--- src/hdl/fat_cluster_table_engine_macros.svh ---
// Assertion macros shared by the cluster table engine RTL.
// No dependencies; included by files that carry concurrent assertions.
`ifndef FAT_CLUSTER_TABLE_ENGINE_MACROS_SVH
`define FAT_CLUSTER_TABLE_ENGINE_MACROS_SVH

// same-cycle implication, disabled in reset
`define FCT_ASSERT_IMP(lbl, clk, rst_n, ante, cons, msg) \
    lbl: assert property (@(posedge clk) disable iff (!(rst_n)) (ante) |-> (cons)) \
        else $error(msg);

// next-cycle implication, disabled in reset
`define FCT_ASSERT_NXT(lbl, clk, rst_n, ante, cons, msg) \
    lbl: assert property (@(posedge clk) disable iff (!(rst_n)) (ante) |=> (cons)) \
        else $error(msg);

`endif

--- src/hdl/fct_pkg.sv ---
// Shared types and constants for the cluster table engine.
// No dependencies; used by fct_dpath, fct_ctrl and the top level.
package fct_pkg;

    localparam int TABLE_BYTES_DEF = 16384;

    // byte offsets of an entry reach 2*65536+1, kept in 18 bits
    localparam int OFS_W  = 18;
    localparam int CAND_W = 17;

    localparam int CFG_IDX_W = 1;
    localparam logic [CFG_IDX_W-1:0] REG_MODE = 1'd0;
    localparam logic [CFG_IDX_W-1:0] REG_MAX  = 1'd1;

    localparam logic        MODE_RST = 1'b1;
    localparam logic [15:0] MAX_RST  = 16'd2;

    localparam logic [2:0] OP_LOAD = 3'd0;
    localparam logic [2:0] OP_READ = 3'd1;
    localparam logic [2:0] OP_GET  = 3'd2;
    localparam logic [2:0] OP_SET  = 3'd3;
    localparam logic [2:0] OP_FIND = 3'd4;

    localparam logic [1:0] ST_OK      = 2'd0;
    localparam logic [1:0] ST_NOSPACE = 2'd1;
    localparam logic [1:0] ST_RANGE   = 2'd2;

    typedef enum logic [2:0] {
        RES_OK,
        RES_NOSPACE,
        RES_RANGE,
        RES_BYTE,
        RES_ENTRY,
        RES_CAND
    } t_res;

    typedef struct packed {
        logic latch;      // take new operation fields
        logic rd;         // read both banks at current offset
        logic wr_byte;    // write one loaded byte
        logic wr_entry;   // write merged entry word
        logic link;       // entry data is the candidate, not the operand
        logic use_cand;   // address from candidate rather than cluster
        logic cand_init;
        logic cand_inc;
        logic res_en;
        t_res res;
    } t_cmd;

    typedef struct packed {
        logic [2:0] op;
        logic       byte_ok;
        logic       ent_ok;
        logic       clus_zero;
        logic       cand_gt_max;
        logic       free;
    } t_sts;

endpackage

--- src/hdl/fct_ctrl.sv ---
// Controller state machine sequencing byte, entry and free-search operations.
// Depends on fct_pkg and fat_cluster_table_engine_macros.svh.
`include "fat_cluster_table_engine_macros.svh"

module fct_ctrl (
    input  logic          i_clk,
    input  logic          i_rst_n,
    input  logic          i_start,
    input  fct_pkg::t_sts i_sts,
    output fct_pkg::t_cmd o_cmd,
    output logic          o_busy
);

    typedef enum logic [2:0] {
        S_IDLE,
        S_EXEC,
        S_EVAL,
        S_CHK,
        S_SRCH,
        S_LRD,
        S_LWR
    } t_state;

    t_state        r_state;
    t_state        n_state;
    fct_pkg::t_cmd cmd;
    logic          accept;

    // the result-forming cycle takes the next beat
    assign o_busy = !((r_state == S_IDLE) || (r_state == S_EVAL));
    assign accept = i_start && !o_busy;

    always_comb begin
        n_state   = r_state;
        cmd       = '0;
        cmd.latch = accept;
        unique case (r_state)
            S_IDLE: begin
                if (accept) begin
                    n_state = S_EXEC;
                end
            end
            S_EXEC: begin
                n_state = S_IDLE;
                unique case (i_sts.op) inside
                    fct_pkg::OP_LOAD: begin
                        cmd.res_en = 1'b1;
                        if (i_sts.byte_ok) begin
                            cmd.wr_byte = 1'b1;
                            cmd.res     = fct_pkg::RES_OK;
                        end else begin
                            cmd.res = fct_pkg::RES_RANGE;
                        end
                    end
                    fct_pkg::OP_READ: begin
                        if (i_sts.byte_ok) begin
                            cmd.rd  = 1'b1;
                            n_state = S_EVAL;
                        end else begin
                            cmd.res_en = 1'b1;
                            cmd.res    = fct_pkg::RES_RANGE;
                        end
                    end
                    fct_pkg::OP_GET, fct_pkg::OP_SET: begin
                        if (i_sts.ent_ok) begin
                            cmd.rd  = 1'b1;
                            n_state = S_EVAL;
                        end else begin
                            cmd.res_en = 1'b1;
                            cmd.res    = fct_pkg::RES_RANGE;
                        end
                    end
                    fct_pkg::OP_FIND: begin
                        if (!i_sts.clus_zero && !i_sts.ent_ok) begin
                            cmd.res_en = 1'b1;
                            cmd.res    = fct_pkg::RES_RANGE;
                        end else begin
                            cmd.cand_init = 1'b1;
                            n_state       = S_CHK;
                        end
                    end
                    default: begin
                        cmd.res_en = 1'b1;
                        cmd.res    = fct_pkg::RES_RANGE;
                    end
                endcase
            end
            S_EVAL: begin
                cmd.res_en = 1'b1;
                n_state    = accept ? S_EXEC : S_IDLE;
                unique case (i_sts.op) inside
                    fct_pkg::OP_READ: cmd.res = fct_pkg::RES_BYTE;
                    fct_pkg::OP_GET:  cmd.res = fct_pkg::RES_ENTRY;
                    fct_pkg::OP_SET: begin
                        cmd.wr_entry = 1'b1;
                        cmd.res      = fct_pkg::RES_OK;
                    end
                    default: cmd.res = fct_pkg::RES_RANGE;
                endcase
            end
            S_CHK: begin
                cmd.use_cand = 1'b1;
                if (i_sts.cand_gt_max) begin
                    cmd.res_en = 1'b1;
                    cmd.res    = fct_pkg::RES_NOSPACE;
                    n_state    = S_IDLE;
                end else if (!i_sts.ent_ok) begin
                    cmd.res_en = 1'b1;
                    cmd.res    = fct_pkg::RES_RANGE;
                    n_state    = S_IDLE;
                end else begin
                    cmd.rd  = 1'b1;
                    n_state = S_SRCH;
                end
            end
            S_SRCH: begin
                cmd.use_cand = 1'b1;
                if (!i_sts.free) begin
                    cmd.cand_inc = 1'b1;
                    n_state      = S_CHK;
                end else if (i_sts.clus_zero) begin
                    cmd.res_en = 1'b1;
                    cmd.res    = fct_pkg::RES_CAND;
                    n_state    = S_IDLE;
                end else begin
                    n_state = S_LRD;
                end
            end
            S_LRD: begin
                cmd.rd  = 1'b1;
                n_state = S_LWR;
            end
            S_LWR: begin
                cmd.wr_entry = 1'b1;
                cmd.link     = 1'b1;
                cmd.res_en   = 1'b1;
                cmd.res      = fct_pkg::RES_CAND;
                n_state      = S_IDLE;
            end
            default: n_state = S_IDLE;
        endcase
    end

    always_ff @(posedge i_clk) begin
        if (!i_rst_n) begin
            r_state <= S_IDLE;
        end else begin
            r_state <= n_state;
        end
    end

    assign o_cmd = cmd;

    `FCT_ASSERT_IMP(a_entry_wr_in_range, i_clk, i_rst_n, cmd.wr_entry, i_sts.ent_ok, "entry write outside the store")
    `FCT_ASSERT_IMP(a_byte_wr_in_range, i_clk, i_rst_n, cmd.wr_byte, i_sts.byte_ok, "byte write outside the store")
    `FCT_ASSERT_IMP(a_read_no_write, i_clk, i_rst_n, cmd.rd, !cmd.wr_entry && !cmd.wr_byte, "read and write in one cycle")
    `FCT_ASSERT_NXT(a_walk_on, i_clk, i_rst_n, (r_state == S_SRCH) && !i_sts.free, r_state == S_CHK, "busy entry did not advance the search")

endmodule
--- config.mk ---
export PLATFORM = sky130hd
export DESIGN_NAME = fct_ctrl
export DESIGN_NICKNAME = d
export VERILOG_FILES = /design/src/hdl/fct_pkg.sv /design/src/hdl/fct_ctrl.sv
export VERILOG_INCLUDE_DIRS = /design/src /design/src/hdl
export SDC_FILE = /design/constraint.sdc
export NUM_CORES = 1
export LEC_CHECK = 0
export BUFFER_PORTS_ARGS = -buffer_cell sky130_fd_sc_hd__clkbuf_2
export CAP_MARGIN = 20
export CORE_AREA = 2 2 39 41
export DETAILED_ROUTE_END_ITERATION = 8
export DIE_AREA = 0 0 41 43
export PLACE_DENSITY = 0.68
export SLEW_MARGIN = 0
export SYNTH_ARGS = -nofsm -noshare
export SYNTH_HDL_FRONTEND = slang
export SYNTH_SLANG_ARGS = --single-unit
--- constraint.sdc ---
create_clock -name i_clk -period 1.6 [get_ports i_clk]
set_input_delay 0.4 -clock i_clk [delete_from_list [all_inputs] [get_ports i_clk]]
set_output_delay 0.4 -clock i_clk [all_outputs]
set_load 0.03 [all_outputs]
==> metrics.md <==
| Metric | Value |
|---|---|
| H-tree levels | 1 |
| CP max-delay cell | or3b_4 |
| I/O Buffers | 23 |
| Initial antenna violation count | 0 |
| # setup viols final | 11 |
| Initial cell density of the core | 34.4% |
| Fillers | 103 |
| HPWL after detailed placement | 1.13 mm |
| Slew Limit Fails | 0 |
| Reg clk slew, reported paths | 40 ps |
| Net count after synthesis | 82 |
| Critical path endpoint category | output port |
| Worst hold path type | in -> reg |
| Critical R2R Launch | r_state[1] |
| GPL Wtd Cong | 0.803 |
| EDFF count, synth | 0 |
| Ports | 24 |
| Setup TNS Final | -1870 ps |
| Clk buf depth | 2 |
| Ant diodes | 0 |
| Post-synth cell types | 31 |
| Vias in the first global route | 615 |
| Slew HR | 73.9% |
| CTS Root Cell | clkbuf_4 |
| ANT nets after route | 0 |
| Max-cap viol count | 0 |
| Syn avg cell area | 6.70 um^2 |
| Post-Route Utilization | 76.7% |
| CP arrival | 1480 ps |
| Critical path origin | r_state[1] |
| Failing checks | setup timing |
| Critical Path Start Type | flop |
| Final setup margin | -284 ps |
| Simple-gate area share of the yosys netlist | 41.8% |
| Initial DRT Pass Iterations | 4 |
| Final hold viol count | 0 |
| Regs by FF count | r_state x3 |
| RSZ-0062 raised after global routing | true |
| Final non-filler cell area | 1060 um^2 |
| CP Class | reg -> out |
| Num rows | 14 |
| CTS Buf Count | 3 |
| Maximum VDD drop | 0.502 mV |
| Post-Syn Area | 475 um^2 |
| WL final | 1.65 mm |
| Final Power | 424 uW |
| Critical Path Fanout Max | 5 |
| GRT overflow | 0 |
| Iteration-0 DRC Markers | 5 |
| Main synth FF type | dfxtp_1 |
| Synth async-reset ratio | 0% |
| Largest net degree at the start of global routing | 10 |
| Post-Syn Instances | 71 |
| Tot GR Track Use | 19.6% |
| Crit path time final | 1880 ps |
| CP Capture Point | o_cmd[9] |
| Req. time, crit path | 1200 ps |
| CTS tree | built |
| Setup slack, reg-to-reg | 160 ps |
| Die H | 43 um |
| Xor/xnor share of the synthesized area | 0% |
| Fmax | 531 MHz |
| Worst-skew pair later-pin latency | 230 ps |
| Register area share after synthesis | 12.6% |
| Post-CTS Hold Fix Bufs | 0 |
| Wire length per cell | 12.3 um |
| Global-route wire length before repair | 2.45 mm |
| Area leader, netlist | dfxtp_1 |
| Ranking of synthesized cells by area | dfxtp_1 13%, a21oi_1 9.5%, nand3b_1 4.7%, nor2_1 4.7%, nor4_4 4.5% |
| Max reg flops | 3 |
| Mux contribution to synthesized area | 0% |
| CTS Sinks | 3 |
| CP Buf/Inv Count | 2 |
| CORE AREA | 1380 um^2 |
| Die area | 1760 um^2 |
| Pwr/cell area | 399 nW/um^2 |
| Chip width | 41 um |
| DRC viols | 0 |
| CP cell instances | or3b_4, buf_4, nor4_4, clkbuf_8 |
| Top delay family on crit path | simple AND/OR/NAND/NOR gates |
| Final Cycle Share | 118% |
| Critical path depth | 4 |
| Synth Register Bits | 3 |
| Leak pwr | 0.000479 uW |
| Critical path's largest stage delay | 420 ps |
| Share of layout cells above drive strength 1 | 68.6% |
| Largest family of logic cells by synthesized area | simple AND/OR/NAND/NOR gates |
| Biggest register | r_state |
| Most common cell in the netlist | a21oi_1 |
| Vias | 669 |
| P&R area growth vs syn | 123% |
| Yosys warning count | 0 |
| Mean number of vias per cell | 4.99 |
| Worst Tran Pin Value | 388 ps |
| Run status | complete, but fails checks |
| Post-synth top cells | 9 x a21oi_1, 6 x nor2_1, 5 x inv_1, 5 x nand2_1 |
| R2r worst-path depth | 6 |
| Area after DPL | 749 um^2 |
| Synth Area in Compound Gates | 33.4% |
| Post-synth top area share | 12.6% |
| Adder-cell share of the synthesized area | 0% |
| Final #Nets | 130 |
| FF-to-FF End | r_state[0] |
| Clock skew | 3.01 ps |
-- worst min-delay path: cells and delay by family --
kind	cells	cell delay, ps
buffers and inverters	1	90
AO/OA/AOI/OAI	1	90
AND/OR/NAND/NOR	1	50
-- stage by stage --
stage	std cells	hold WS (ps)	worst slack, ps
6_report	134	431	-284
5_1_grt	134	436	-328
4_1_cts	133	425	-316
3_5_place_dp	122	665	-208
3_3_place_gp	122	643	-196
2_1_floorplan	71	557	-124
-- logic make-up (layout without fill, tap and decap cells) --
| family | Yosys count | count (layout) |
|---|---|---|
| AO/OA/AOI/OAI | 24 | 24 |
| buffers and inverters | 11 | 58 |
| flip-flops | 3 | 3 |
| AND/OR/NAND/NOR | 33 | 33 |
-- cell type report --
type | instances | area [um^2] | area share [%]
flip-flops and latches | 3 | 66.3 | 6.25
multi-input cells | 57 | 468 | 44.1
inverters | 5 | 23.8 | 2.24
repair buffers | 49 | 457 | 43.0
well taps | 16 | 20.0 | 1.89
clock buffers | 4 | 26.3 | 2.48
-- cell usage in the layout (no fill, tap or decap), types with 2 or more instances in the layout --
cell type,instances
clkbuf_8,9
nor2_1,2
buf_4,22
clkbuf_4,3
nand2_1,2
nand2_4,2
o21ai_0,2
a21oi_2,5
a21o_1,2
clkbuf_2,8
o21ai_1,2
buf_6,6
nor3_1,4
nand3b_1,3
nor2_2,3
nor2_4,2
buf_8,4
dfxtp_2,2
a21oi_1,5
nor4_4,2
inv_1,3
-- layer usage --
layer / GRT usage, % / vias to the layer above / routed length [um]
met2: 34.7 / 18 / 896
met1: 24.0 / 301 / 682
met5: 0 / - / 0
met3: 1.57 / 0 / 72
li1: - / 350 / -
met4: 4.00 / 0 / 0
-- power by group --
part	internal, uW	switching, uW
clock network	93.3	36.8
registers	76.9	2.06
logic	107	108
-- what timing repair did --
| action | in CTS | in global routing |
|---|---|---|
| cloned | 0 | 0 |
| pin swaps | 12 | 4 |
| setup buffers | 7 | 1 |
| setup endpoints to repair | 13 | 13 |
| gates resized for setup | 48 | 19 |
-- how the worst min path moves through the flow --
stage                     from    endpoint  slack [ps]  depth (start not counted)
floorplan              i_rst_n  r_state[0]         560                          2
finish                 i_rst_n  r_state[0]         430                          3
detailed placement  r_state[1]  r_state[1]         660                          2
CTS                    i_rst_n  r_state[0]         430                          3
global placement    r_state[1]  r_state[1]         640                          2
global route           i_rst_n  r_state[0]         440                          3
Power figures use the tool's default switching activity.
